**config.mk**
```make
export PLATFORM = sky130hd
export DESIGN_NAME = round_robin_task_scheduler_unit
export DESIGN_NICKNAME = d
export VERILOG_FILES = /design/src/design/rrts_pkg.sv /design/src/design/round_robin_task_scheduler_unit.sv /design/src/design/rrts_ctrl.sv /design/src/design/rrts_datapath.sv
export SDC_FILE = /design/constraint.sdc
export NUM_CORES = 1
export LEC_CHECK = 0
export CELL_PAD_IN_SITES_DETAIL_PLACEMENT = 2
export CELL_PAD_IN_SITES_GLOBAL_PLACEMENT = 2
export CORE_MARGIN = 4
export CORE_UTILIZATION = 50
export DETAILED_ROUTE_END_ITERATION = 10
export DONT_BUFFER_PORTS = 1
export PLACE_DENSITY = 0.77
export SLEW_MARGIN = 20
export SYNTH_ARGS = -nofsm -noshare
export SYNTH_HDL_FRONTEND = slang
export SYNTH_HIERARCHICAL = 1
export SYNTH_SLANG_ARGS = --single-unit
```
**constraint.sdc**
```tcl
create_clock -name clk -period 7.8 [get_ports clk]
set_clock_uncertainty 0.2 [all_clocks]
set_input_delay 0.39 -clock clk [delete_from_list [all_inputs] [get_ports clk]]
set_output_delay 0.39 -clock clk [all_outputs]
set_load 0.005 [all_outputs]
```
**src/design/rrts_pkg.sv**
```systemverilog
// ============================================================================
// rrts_pkg: shared types and constants of the round-robin task scheduler
// Item and result layouts, controller command and status groups, and the
// fixed field widths that the datapath and the top level rely on.
// ============================================================================
package rrts_pkg;

  // Fixed field widths.
  localparam int ID_W    = 4;
  localparam int EXEC_W  = 16;
  localparam int QUANT_W = 8;
  localparam int OUT_T_W = 16;

  // Defaults of the top-level parameters.
  localparam int MAX_TASKS_DEF = 16;
  localparam int TIME_BITS_DEF = 16;

  // Quantum after reset.
  localparam logic [QUANT_W-1:0] QUANTUM_RESET = 8'd2;

  // Item modes.
  localparam logic MODE_ADMIT = 1'b0;
  localparam logic MODE_TICK  = 1'b1;

  typedef struct packed {
    logic              mode;
    logic [ID_W-1:0]   task_id;
    logic [EXEC_W-1:0] compute_time;
  } in_t;

  typedef struct packed {
    logic               elected_valid;
    logic [ID_W-1:0]    elected_task;
    logic               finished_valid;
    logic [ID_W-1:0]    finished_task;
    logic [OUT_T_W-1:0] response_time;
    logic [OUT_T_W-1:0] waiting_time;
    logic               admit_error;
  } out_t;

  // Commands from the controller to the datapath.
  typedef struct packed {
    logic admit;      // admit the item on the input port
    logic tick_clear; // clear the result register at the start of a tick
    logic task_read;  // read the per-task entry of the task at the queue head
    logic finish;     // retire the examined task and pop the queue
    logic rotate;     // move the examined task to the tail with a fresh quantum
    logic wait_calc;  // work out response and waiting time of the retired task
    logic elect;      // charge one tick to the examined task and report it
    logic tick_adv;   // advance the tick counter
    logic done;       // the result register holds a complete result
  } ctl_cmd_t;

  // Status from the datapath to the controller.
  typedef struct packed {
    logic count_zero;    // run queue is empty
    logic finish_due;    // examined task has run its whole compute length
    logic quantum_spent; // examined task has no quantum left
  } ctl_status_t;

endpackage

```
**src/design/round_robin_task_scheduler_unit.sv**
```systemverilog
// ============================================================================
// round_robin_task_scheduler_unit: round-robin scheduler with a time quantum
// Keeps a run queue of task ids; admit items append tasks, tick items retire,
// rotate and elect the head task and report the outcome.
// ============================================================================
// The block takes one item at a time: an item is accepted when start is high
// and busy is low, and its single result appears on rsp for exactly one cycle,
// marked by rsp_valid, in the cycle after the item's last step. The receiver
// cannot stall the result, so it must take rsp whenever rsp_valid is high.
// An admit, and a tick on an empty queue, end in the cycle they are accepted.
// A tick whose head task keeps running passes S_TRD and S_EXAM; one that
// rotates the head to the tail goes on through S_QRD, S_TRD and S_ELECT, and
// one that retires the head passes S_WAIT first and ends there when the
// queue empties. The run queue memory and the per-task stores have
// registered reads. The quantum register may be written over the cfg
// channel only while the block is idle; it is always ready.
module round_robin_task_scheduler_unit #(
  parameter int MAX_TASKS = rrts_pkg::MAX_TASKS_DEF,
  parameter int TIME_BITS = rrts_pkg::TIME_BITS_DEF
) (
  input  logic                         clk,
  input  logic                         rst,
  input  logic                         start,
  output logic                         busy,
  input  rrts_pkg::in_t                req,
  output logic                         rsp_valid,
  output rrts_pkg::out_t               rsp,
  input  logic                         cfg_valid,
  output logic                         cfg_ready,
  input  logic [rrts_pkg::QUANT_W-1:0] cfg_data
);

  rrts_pkg::ctl_cmd_t    cmd;
  rrts_pkg::ctl_status_t status;

  // The quantum register can take a write in any cycle.
  assign cfg_ready = 1'b1;

  // Controller: decides per cycle which datapath step runs.
  rrts_ctrl u_ctrl (
    .clk       (clk),
    .rst       (rst),
    .start     (start),
    .mode      (req.mode),
    .status    (status),
    .cmd       (cmd),
    .busy      (busy),
    .rsp_valid (rsp_valid)
  );

  // Datapath: queue, per-task stores, counters and the result register.
  rrts_datapath #(
    .MAX_TASKS (MAX_TASKS),
    .TIME_BITS (TIME_BITS)
  ) u_datapath (
    .clk       (clk),
    .rst       (rst),
    .item      (req),
    .cfg_valid (cfg_valid && cfg_ready),
    .cfg_data  (cfg_data),
    .cmd       (cmd),
    .status    (status),
    .rsp       (rsp)
  );

  // A result is only shown once the controller is back at rest.
  a_rsp_when_idle: assert property (@(posedge clk) disable iff (rst)
    rsp_valid |-> !busy)
    else $error("result shown while an item is still in progress");

  // An admit finishes in the cycle it is accepted.
  a_admit_one_cycle: assert property (@(posedge clk) disable iff (rst)
    (start && !busy && (req.mode == rrts_pkg::MODE_ADMIT)) |=> rsp_valid)
    else $error("admit did not produce its result one cycle later");

  // Every tick that leaves the idle state ends with a result.
  a_tick_ends_with_rsp: assert property (@(posedge clk) disable iff (rst)
    $fell(busy) |-> rsp_valid)
    else $error("tick ended without a result");

  // A dropped admit reports nothing about scheduling.
  a_error_alone: assert property (@(posedge clk) disable iff (rst)
    (rsp_valid && rsp.admit_error) |-> (!rsp.elected_valid && !rsp.finished_valid))
    else $error("admit error reported together with tick fields");

endmodule

```
**src/design/rrts_ctrl.sv**
```systemverilog
// ============================================================================
// rrts_ctrl: scheduler controller
// Sequences admit and tick items through the datapath, one item at a time.
// ============================================================================
module rrts_ctrl (
  input  logic                  clk,
  input  logic                  rst,
  input  logic                  start,
  input  logic                  mode,
  input  rrts_pkg::ctl_status_t status,
  output rrts_pkg::ctl_cmd_t    cmd,
  output logic                  busy,
  output logic                  rsp_valid
);

  localparam logic [2:0] S_IDLE  = 3'd0;
  localparam logic [2:0] S_TRD   = 3'd1;
  localparam logic [2:0] S_EXAM  = 3'd2;
  localparam logic [2:0] S_WAIT  = 3'd3;
  localparam logic [2:0] S_QRD   = 3'd4;
  localparam logic [2:0] S_ELECT = 3'd5;

  logic [2:0] state;
  logic [2:0] state_next;
  logic       electing;
  logic       electing_next;

  always_comb begin
    cmd           = '0;
    state_next    = state;
    electing_next = electing;
    case (state)
      S_IDLE: begin
        electing_next = 1'b0;
        if (start) begin
          if (mode == rrts_pkg::MODE_ADMIT) begin
            cmd.admit = 1'b1;
            cmd.done  = 1'b1;
          end else begin
            cmd.tick_clear = 1'b1;
            if (status.count_zero) begin
              cmd.tick_adv = 1'b1;
              cmd.done     = 1'b1;
            end else begin
              state_next = S_TRD;
            end
          end
        end
      end
      S_TRD: begin
        cmd.task_read = 1'b1;
        state_next    = electing ? S_ELECT : S_EXAM;
      end
      S_EXAM: begin
        if (status.finish_due) begin
          cmd.finish = 1'b1;
          state_next = S_WAIT;
        end else if (status.quantum_spent) begin
          cmd.rotate = 1'b1;
          state_next = S_QRD;
        end else begin
          cmd.elect    = 1'b1;
          cmd.tick_adv = 1'b1;
          cmd.done     = 1'b1;
          state_next   = S_IDLE;
        end
      end
      S_WAIT: begin
        cmd.wait_calc = 1'b1;
        if (status.count_zero) begin
          cmd.tick_adv = 1'b1;
          cmd.done     = 1'b1;
          state_next   = S_IDLE;
        end else begin
          state_next = S_QRD;
        end
      end
      S_QRD: begin
        // The queue read at the new head lands at the end of this cycle.
        electing_next = 1'b1;
        state_next    = S_TRD;
      end
      S_ELECT: begin
        cmd.elect    = 1'b1;
        cmd.tick_adv = 1'b1;
        cmd.done     = 1'b1;
        state_next   = S_IDLE;
      end
      default: begin
        state_next = S_IDLE;
      end
    endcase
  end

  always_ff @(posedge clk) begin
    if (rst) begin
      state     <= S_IDLE;
      electing  <= 1'b0;
      rsp_valid <= 1'b0;
    end else begin
      state     <= state_next;
      electing  <= electing_next;
      rsp_valid <= cmd.done;
    end
  end

  assign busy = (state != S_IDLE);

endmodule

```
**src/design/rrts_datapath.sv**
```systemverilog
// ============================================================================
// rrts_datapath: scheduler datapath
// Run queue ring buffer, per-task stores, counters and the result register.
// ============================================================================
module rrts_datapath #(
  parameter int MAX_TASKS = rrts_pkg::MAX_TASKS_DEF,
  parameter int TIME_BITS = rrts_pkg::TIME_BITS_DEF
) (
  input  logic                             clk,
  input  logic                             rst,
  input  rrts_pkg::in_t                    item,
  input  logic                             cfg_valid,
  input  logic [rrts_pkg::QUANT_W-1:0]     cfg_data,
  input  rrts_pkg::ctl_cmd_t               cmd,
  output rrts_pkg::ctl_status_t            status,
  output rrts_pkg::out_t                   rsp
);

  localparam int ID_SPAN    = 2 ** rrts_pkg::ID_W;
  localparam int TASK_SLOTS = (MAX_TASKS < ID_SPAN) ? MAX_TASKS : ID_SPAN;
  localparam int TID_W      = $clog2(TASK_SLOTS);
  localparam int QI_W       = $clog2(MAX_TASKS);
  localparam int CNT_W      = $clog2(MAX_TASKS + 1);
  localparam int EXEC_W     = rrts_pkg::EXEC_W;
  localparam int QUANT_W    = rrts_pkg::QUANT_W;
  localparam int WIDE_W     = (TIME_BITS > EXEC_W) ? TIME_BITS : EXEC_W;

  // Configuration and counters.
  logic [QUANT_W-1:0]   quantum;
  logic [TIME_BITS-1:0] tick_count;
  logic [QI_W-1:0]      head;
  logic [CNT_W-1:0]     count;
  logic [TASK_SLOTS-1:0] present;

  // Run queue memory and its registered read.
  logic [TID_W-1:0] run_queue [MAX_TASKS];
  logic [TID_W-1:0] q_rdata;

  // Per-task stores and their registered reads.
  logic [EXEC_W-1:0]    mem_exec  [TASK_SLOTS];
  logic [EXEC_W-1:0]    mem_comp  [TASK_SLOTS];
  logic [QUANT_W-1:0]   mem_qleft [TASK_SLOTS];
  logic [TIME_BITS-1:0] mem_arr   [TASK_SLOTS];
  logic [EXEC_W-1:0]    rd_exec;
  logic [EXEC_W-1:0]    rd_comp;
  logic [QUANT_W-1:0]   rd_qleft;
  logic [TIME_BITS-1:0] rd_arr;
  logic [TID_W-1:0]     cur_id;

  logic [TIME_BITS-1:0] resp_reg;

  // Queue position arithmetic.
  logic [CNT_W:0]    tail_sum;
  logic [QI_W-1:0]   tail_slot;
  logic [QI_W-1:0]   head_inc;
  logic              full;

  // Admit checks.
  logic [TID_W-1:0]  id_t;
  logic              id_in_range;
  logic              admit_ok;
  logic              admit_go;
  rrts_pkg::out_t    admit_rsp;

  // Store write port.
  logic [TID_W-1:0]   waddr;
  logic [EXEC_W-1:0]  wexec;
  logic [QUANT_W-1:0] wqleft;
  logic               we_exec;
  logic               we_qleft;
  logic               q_we;
  logic [TID_W-1:0]   q_wdata;

  logic [EXEC_W-1:0]  exec_inc;
  logic [QUANT_W-1:0] qleft_dec;
  logic [WIDE_W-1:0]  resp_wide;
  logic [WIDE_W-1:0]  comp_wide;
  logic [WIDE_W-1:0]  wait_wide;

  assign tail_sum  = (CNT_W + 1)'(head) + (CNT_W + 1)'(count);
  assign tail_slot = (tail_sum >= (CNT_W + 1)'(MAX_TASKS))
                     ? QI_W'(tail_sum - (CNT_W + 1)'(MAX_TASKS))
                     : QI_W'(tail_sum);
  assign head_inc  = (head == QI_W'(MAX_TASKS - 1)) ? '0 : head + 1'b1;
  assign full      = (count == CNT_W'(MAX_TASKS));

  assign id_t        = item.task_id[TID_W-1:0];
  assign id_in_range = (32'(item.task_id) < 32'(MAX_TASKS));
  assign admit_ok    = id_in_range && !full && !present[id_t];
  assign admit_go    = cmd.admit && admit_ok;

  // An admit result carries only the error flag.
  always_comb begin
    admit_rsp             = '0;
    admit_rsp.admit_error = !admit_ok;
  end

  assign exec_inc  = (rd_exec == '1) ? rd_exec : rd_exec + 1'b1;
  assign qleft_dec = (rd_qleft == '0) ? rd_qleft : rd_qleft - 1'b1;

  assign waddr    = cmd.admit ? id_t : cur_id;
  assign wexec    = cmd.admit ? '0 : exec_inc;
  assign wqleft   = cmd.elect ? qleft_dec : quantum;
  assign we_exec  = admit_go || cmd.elect;
  assign we_qleft = admit_go || cmd.rotate || cmd.elect;
  assign q_we     = admit_go || cmd.rotate;
  assign q_wdata  = cmd.admit ? id_t : cur_id;

  // Response time wraps at the time width; waiting time never goes negative.
  assign resp_wide = WIDE_W'(resp_reg);
  assign comp_wide = WIDE_W'(rd_comp);
  assign wait_wide = (resp_wide >= comp_wide) ? resp_wide - comp_wide : '0;

  assign status.count_zero    = (count == '0);
  assign status.finish_due    = (rd_exec >= rd_comp);
  assign status.quantum_spent = (rd_qleft == '0);

  // Control state.
  always_ff @(posedge clk) begin
    if (rst) begin
      quantum    <= rrts_pkg::QUANTUM_RESET;
      tick_count <= '0;
      head       <= '0;
      count      <= '0;
      present    <= '0;
    end else begin
      if (cfg_valid) begin
        quantum <= cfg_data;
      end
      if (cmd.tick_adv && (tick_count != '1)) begin
        tick_count <= tick_count + 1'b1;
      end
      if (admit_go) begin
        count         <= count + 1'b1;
        present[id_t] <= 1'b1;
      end
      if (cmd.finish) begin
        head            <= head_inc;
        count           <= count - 1'b1;
        present[cur_id] <= 1'b0;
      end
      if (cmd.rotate) begin
        head <= head_inc;
      end
    end
  end

  // Run queue.
  always_ff @(posedge clk) begin
    if (q_we) begin
      run_queue[tail_slot] <= q_wdata;
    end
    q_rdata <= run_queue[head];
  end

  // Per-task stores.
  always_ff @(posedge clk) begin
    if (we_exec) begin
      mem_exec[waddr] <= wexec;
    end
    if (admit_go) begin
      mem_comp[waddr] <= item.compute_time;
      mem_arr[waddr]  <= tick_count;
    end
    if (we_qleft) begin
      mem_qleft[waddr] <= wqleft;
    end
    if (cmd.task_read) begin
      rd_exec  <= mem_exec[q_rdata];
      rd_comp  <= mem_comp[q_rdata];
      rd_qleft <= mem_qleft[q_rdata];
      rd_arr   <= mem_arr[q_rdata];
      cur_id   <= q_rdata;
    end
  end

  // Result register.
  always_ff @(posedge clk) begin
    if (cmd.admit) begin
      rsp <= admit_rsp;
    end
    if (cmd.tick_clear) begin
      rsp <= '0;
    end
    if (cmd.finish) begin
      resp_reg           <= tick_count - rd_arr;
      rsp.finished_valid <= 1'b1;
      rsp.finished_task  <= rrts_pkg::ID_W'(cur_id);
    end
    if (cmd.wait_calc) begin
      rsp.response_time <= resp_wide[rrts_pkg::OUT_T_W-1:0];
      rsp.waiting_time  <= wait_wide[rrts_pkg::OUT_T_W-1:0];
    end
    if (cmd.elect) begin
      rsp.elected_valid <= 1'b1;
      rsp.elected_task  <= rrts_pkg::ID_W'(cur_id);
    end
  end

endmodule

```
Yosys cells after proc, flatten, opt, wreduce, memory -nomap -nowiden
Memories as Yosys holds them, arrays and structs flattened. A register that Yosys moved wholly into a read port is not among the register bits. Index checks and enable logic that the tools add are counted.

Bits in registers: 117. Bits in writable memories: 960. Input bits: 33. Output and inout port bits: 46. Word-level logic and storage cells: 138. Memories kept: 5.

Add/subtract/negate cells: 10. Order comparisons: 7. Eq/ne operators: 12. Mux-type cells: 61. Bitwise logic cells: 3. Reductions and logical operators: 23.

Memory list: u_datapath.mem_arr (words 16, width 16, read ports 1, clocked after memory_dff 1, wr ports 1, RTL line rrts_datapath.sv:43) `logic [TIME_BITS-1:0] mem_arr [TASK_SLOTS];`; u_datapath.mem_comp (words 16, width 16, read ports 1, clocked after memory_dff 1, wr ports 1, RTL line rrts_datapath.sv:41) `logic [EXEC_W-1:0] mem_comp [TASK_SLOTS];`; u_datapath.mem_exec (words 16, width 16, read ports 1, clocked after memory_dff 1, wr ports 1, RTL line rrts_datapath.sv:40) `logic [EXEC_W-1:0] mem_exec [TASK_SLOTS];`; u_datapath.mem_qleft (words 16, width 8, read ports 1, clocked after memory_dff 1, wr ports 1, RTL line rrts_datapath.sv:42) `logic [QUANT_W-1:0] mem_qleft [TASK_SLOTS];`; u_datapath.run_queue (words 16, width 4, read ports 1, clocked after memory_dff 1, wr ports 1, RTL line rrts_datapath.sv:36) `logic [TID_W-1:0] run_queue [MAX_TASKS];`.

Operator list (number): $mux W16 (6); $mux W43 (2); $add A16 B1 Y16 const B (2); $ge A16 B16 Y1 (2); $mux W32 (1); $sub A16 B16 Y16 (2); $mux W4 (7); $mux W3 (9); $mux W1 (20); $and A16 B16 Y16 (1); $eq A16 B16 Y1 const B (1); $mux W8 (2); $ne A16 B16 Y1 const B (1); $not A16 Y16 (1); $or A16 B16 Y16 (1); $pmux W3 S5 (1); $reduce_bool A3 Y1 (4); $lt A4 B5 Y1 const B (2); $mux W2 (5); $mux W5 (2); $demux W1 S4 (2); $ge A4 B1 Y1 const B (2); $logic_not A8 Y1 (1); $pmux W2 S4 (1); other kinds (22) (38).

Logic depth before layout (Yosys ltp)
Depth in word-level cells: 9. Mapped depth: 21. Gate-level depth less buffers: 20.

By module
Netlist, hierarchy kept.

Modules (own cells, without submodules): rrts_datapath (times used 1, cells an instance 2238, area each 45125.8 sq um); rrts_ctrl (times used 1, cells an instance 47, area each 355.3 sq um); round_robin_task_scheduler_unit (times used 1, cells an instance 2, area each 11.3 sq um).

Worst setup path after synthesis
No wires, ideal clock.

Kind: register to register. Start point: register u_ctrl.state[0]. End point: register u_datapath.rd_comp[0], in the netlist u_datapath/comp_wide[0], read port of u_datapath.mem_comp, enable pin. Data arrival time: 4.892 ns. Path slack: 2.143 ns. Stages on the path, launching flop included: 3. Path buffers: 1. Period minus slack after synthesis: 5.657 ns. Cells stage by stage: dfxtp_1 > buf_2 > nor3b_1.

RTL lines: start: declaration (RTL line rrts_ctrl.sv:23) `logic [2:0] state;`; start signal: assignment (RTL line rrts_ctrl.sv:101) `state <= state_next;`; end: declaration (RTL line rrts_datapath.sv:45) `logic [EXEC_W-1:0] rd_comp;`.

==> out/metrics.yaml <==
layout:
  synthToLayoutAreaGrowth_pct: 13.0
  fin_nets: 2491
  largest_registers: "u_datapath/mem_arr x256, u_datapath/mem_comp x256, u_datapath/mem_exec x256"
  post_route_cells_drive_above_1_share: 0.231
job:
  cap_violations: 0
timing:
  finalHoldViolCount: 0
  worst_pin_slew_ns: 1.24
  setup_tns_ns: 0
  fmax_ghz: 0.175
  slew_viol_final: 0
  finalCritPeriodShare: 0.734
  setup_viol_count_final: 0
  fin_crit_ns: 5.73
  grt_setup_unrepaired: "no"
  slew_headroom: 0.172
cts:
  cts_tree: "done"
  insertion_delay_ns: 0.72
  clockBufferDepth: 3
  cts_buffers: 119
  holdBufCountCts: 37
  cts_root_buf: "clkbuf_16"
  htreeDepth: 3
  cts_resized: 0
  post_cts_buffers: 0
  cts.sinks: 1137
  clk_pin_slew_worst_paths_ns: 0.07
synthesis:
  netlist_instances: 2286
  syn_nets: 2381
  syn_avg_cell_area_um2: 19.9
  synth_area_mm2: 0.0455
  yosys_warnings: 6
power:
  power_leakage_nw: 16.8
  total_power_mw: 13.6
  peakVddDrop_v: 0.000199
  p_per_area_mw_per_mm2: 265
global_routing:
  grtUsageMet2: 0.568
  antenna_found_initial: 15
  busiest_layer: "met2"
  overflow: 0
  grt_usage: 0.335
  grt_pass1_wl_mm: 223
  grt_use_met3: 0.0713
  grt_pass1_vias: 27100
  met1_usage: 0.421
  grt_max_degree: 114
routing:
  drc: 0
  routed_wl_mm: 158
  first_pass_iters: 5
  wl_per_cell_um: 43.1
  drtIter0Drc: 3404
  final_antenna_net_count: 0
  routed-via-count: 25300
  viasPerCell: 6.88
run_status:
  status: "completed"
placed_design:
  place_congestion: 0.803
  dp_hpwl_mm: 87.3
  io_buffers: 0
setup_path:
  start_kind: "flip-flop"
  worst_setup_path_end_kind: "flip-flop"
  required_ns: 8.20
  cp_max_fo: 15
  path_class: "flip-flop to flip-flop"
  cp.arrival_ns: 6.13
floorplanning:
  dieArea_mm2: 0.0959
  start_util: 0.505
  die_height_um: 310
  coreArea_mm2: 0.0901
  ios: 79
  num_rows: 110
  die_w_um: 310
min_path:
  hold_path.class: "primary input to flip-flop"
-- routing by layer --
metal | wire [µm] | vias up | share of wire
met1 | 57300 | 13700 | 0.36
met2 | 79700 | 1609 | 0.50
li1 | - | 9523 | -
met4 | 8080 | 6 | 0.051
met5 | 35 | - | 0.00022
met3 | 13400 | 445 | 0.084
-- final cells by class --
cell class | instances | area (µm²)
fill | 7342 | 38700
sequential | 1137 | 33500
multi-input combinational | 990 | 11500
clock buffer | 151 | 3210
tap | 1176 | 1470
timing repair buffer | 83 | 782
clock inverter | 71 | 638
inverter | 65 | 244
antenna | 7 | 17.5
-- worst max-delay path: stages (launching register included) --
cell,delay [ns]
edfxtp_1,0.47
inv_1,0.08
ha_1,0.29
nand2b_1,0.10
a21o_1,0.13
a21o_1,0.11
a21oi_1,0.07
nor2b_1,0.18
o21ai_0,0.14
a21oi_1,0.77
nor2b_1,0.36
and2_1,0.64
inv_1,0.38
fa_1,0.58
nor2b_1,0.23
o21ai_0,0.17
nand2_1,0.12
nand2_1,0.10
o21ai_0,0.25
xnor2_1,0.17
nor2_1,0.07
-- stage by stage --
stage                     cell area [µm²]  hold slack (ns)  std cells  setup slack [ns]   util
final                               51400            0.103       3680              2.07  0.570
after global routing                51400           0.0618       3677              1.96  0.570
after CTS                           51300           0.0891       3671              1.77  0.569
after detailed placement            47100            0.288       3412              2.13  0.522
after global placement              47100            0.272       3411              3.10  0.522
after floorplan                     45500            0.206       2286              2.14      -
-- worst paths after layout --
path	cells after the start	slack, ns	from	end
worst max register to register	20	2.07	u_datapath/rd_exec[0]	u_datapath/count[4]
worst min register to register	2	0.34	u_datapath/present[7]	u_datapath/present[7]
worst min-delay path	2	0.10	req[20]	u_datapath/rsp[0]
worst max-delay path	20	2.07	u_datapath/rd_exec[0]	u_datapath/count[4]
-- report_power, final --
part | total, mW | switching [mW] | internal [mW]
sequential | 6.88 | 0.101 | 6.78
clock | 5.87 | 2.61 | 3.27
combinational | 0.845 | 0.534 | 0.311
total | 13.6 | 3.24 | 10.4
-- placed cells by master (no fill, tap or decap), types with 17 or more instances in the layout --
cell type,n
xnor2_1,29
o21ai_0,30
ha_1,58
inv_1,65
dfxtp_1,57
mux4_2,301
edfxtp_1,1076
nor2_2,19
clkinv_1,25
clkbuf_1,24
clkbuf_16,122
buf_4,41
nand4_1,17
xor2_1,28
a21oi_1,36
and2_1,30
nand2_1,68
nor2b_1,17
a211oi_1,18
clkinv_2,24
nor2_4,17
nor2_1,139
nor3_1,18
dlygate4sd3_1,36
Power figures use the tool's default switching activity.
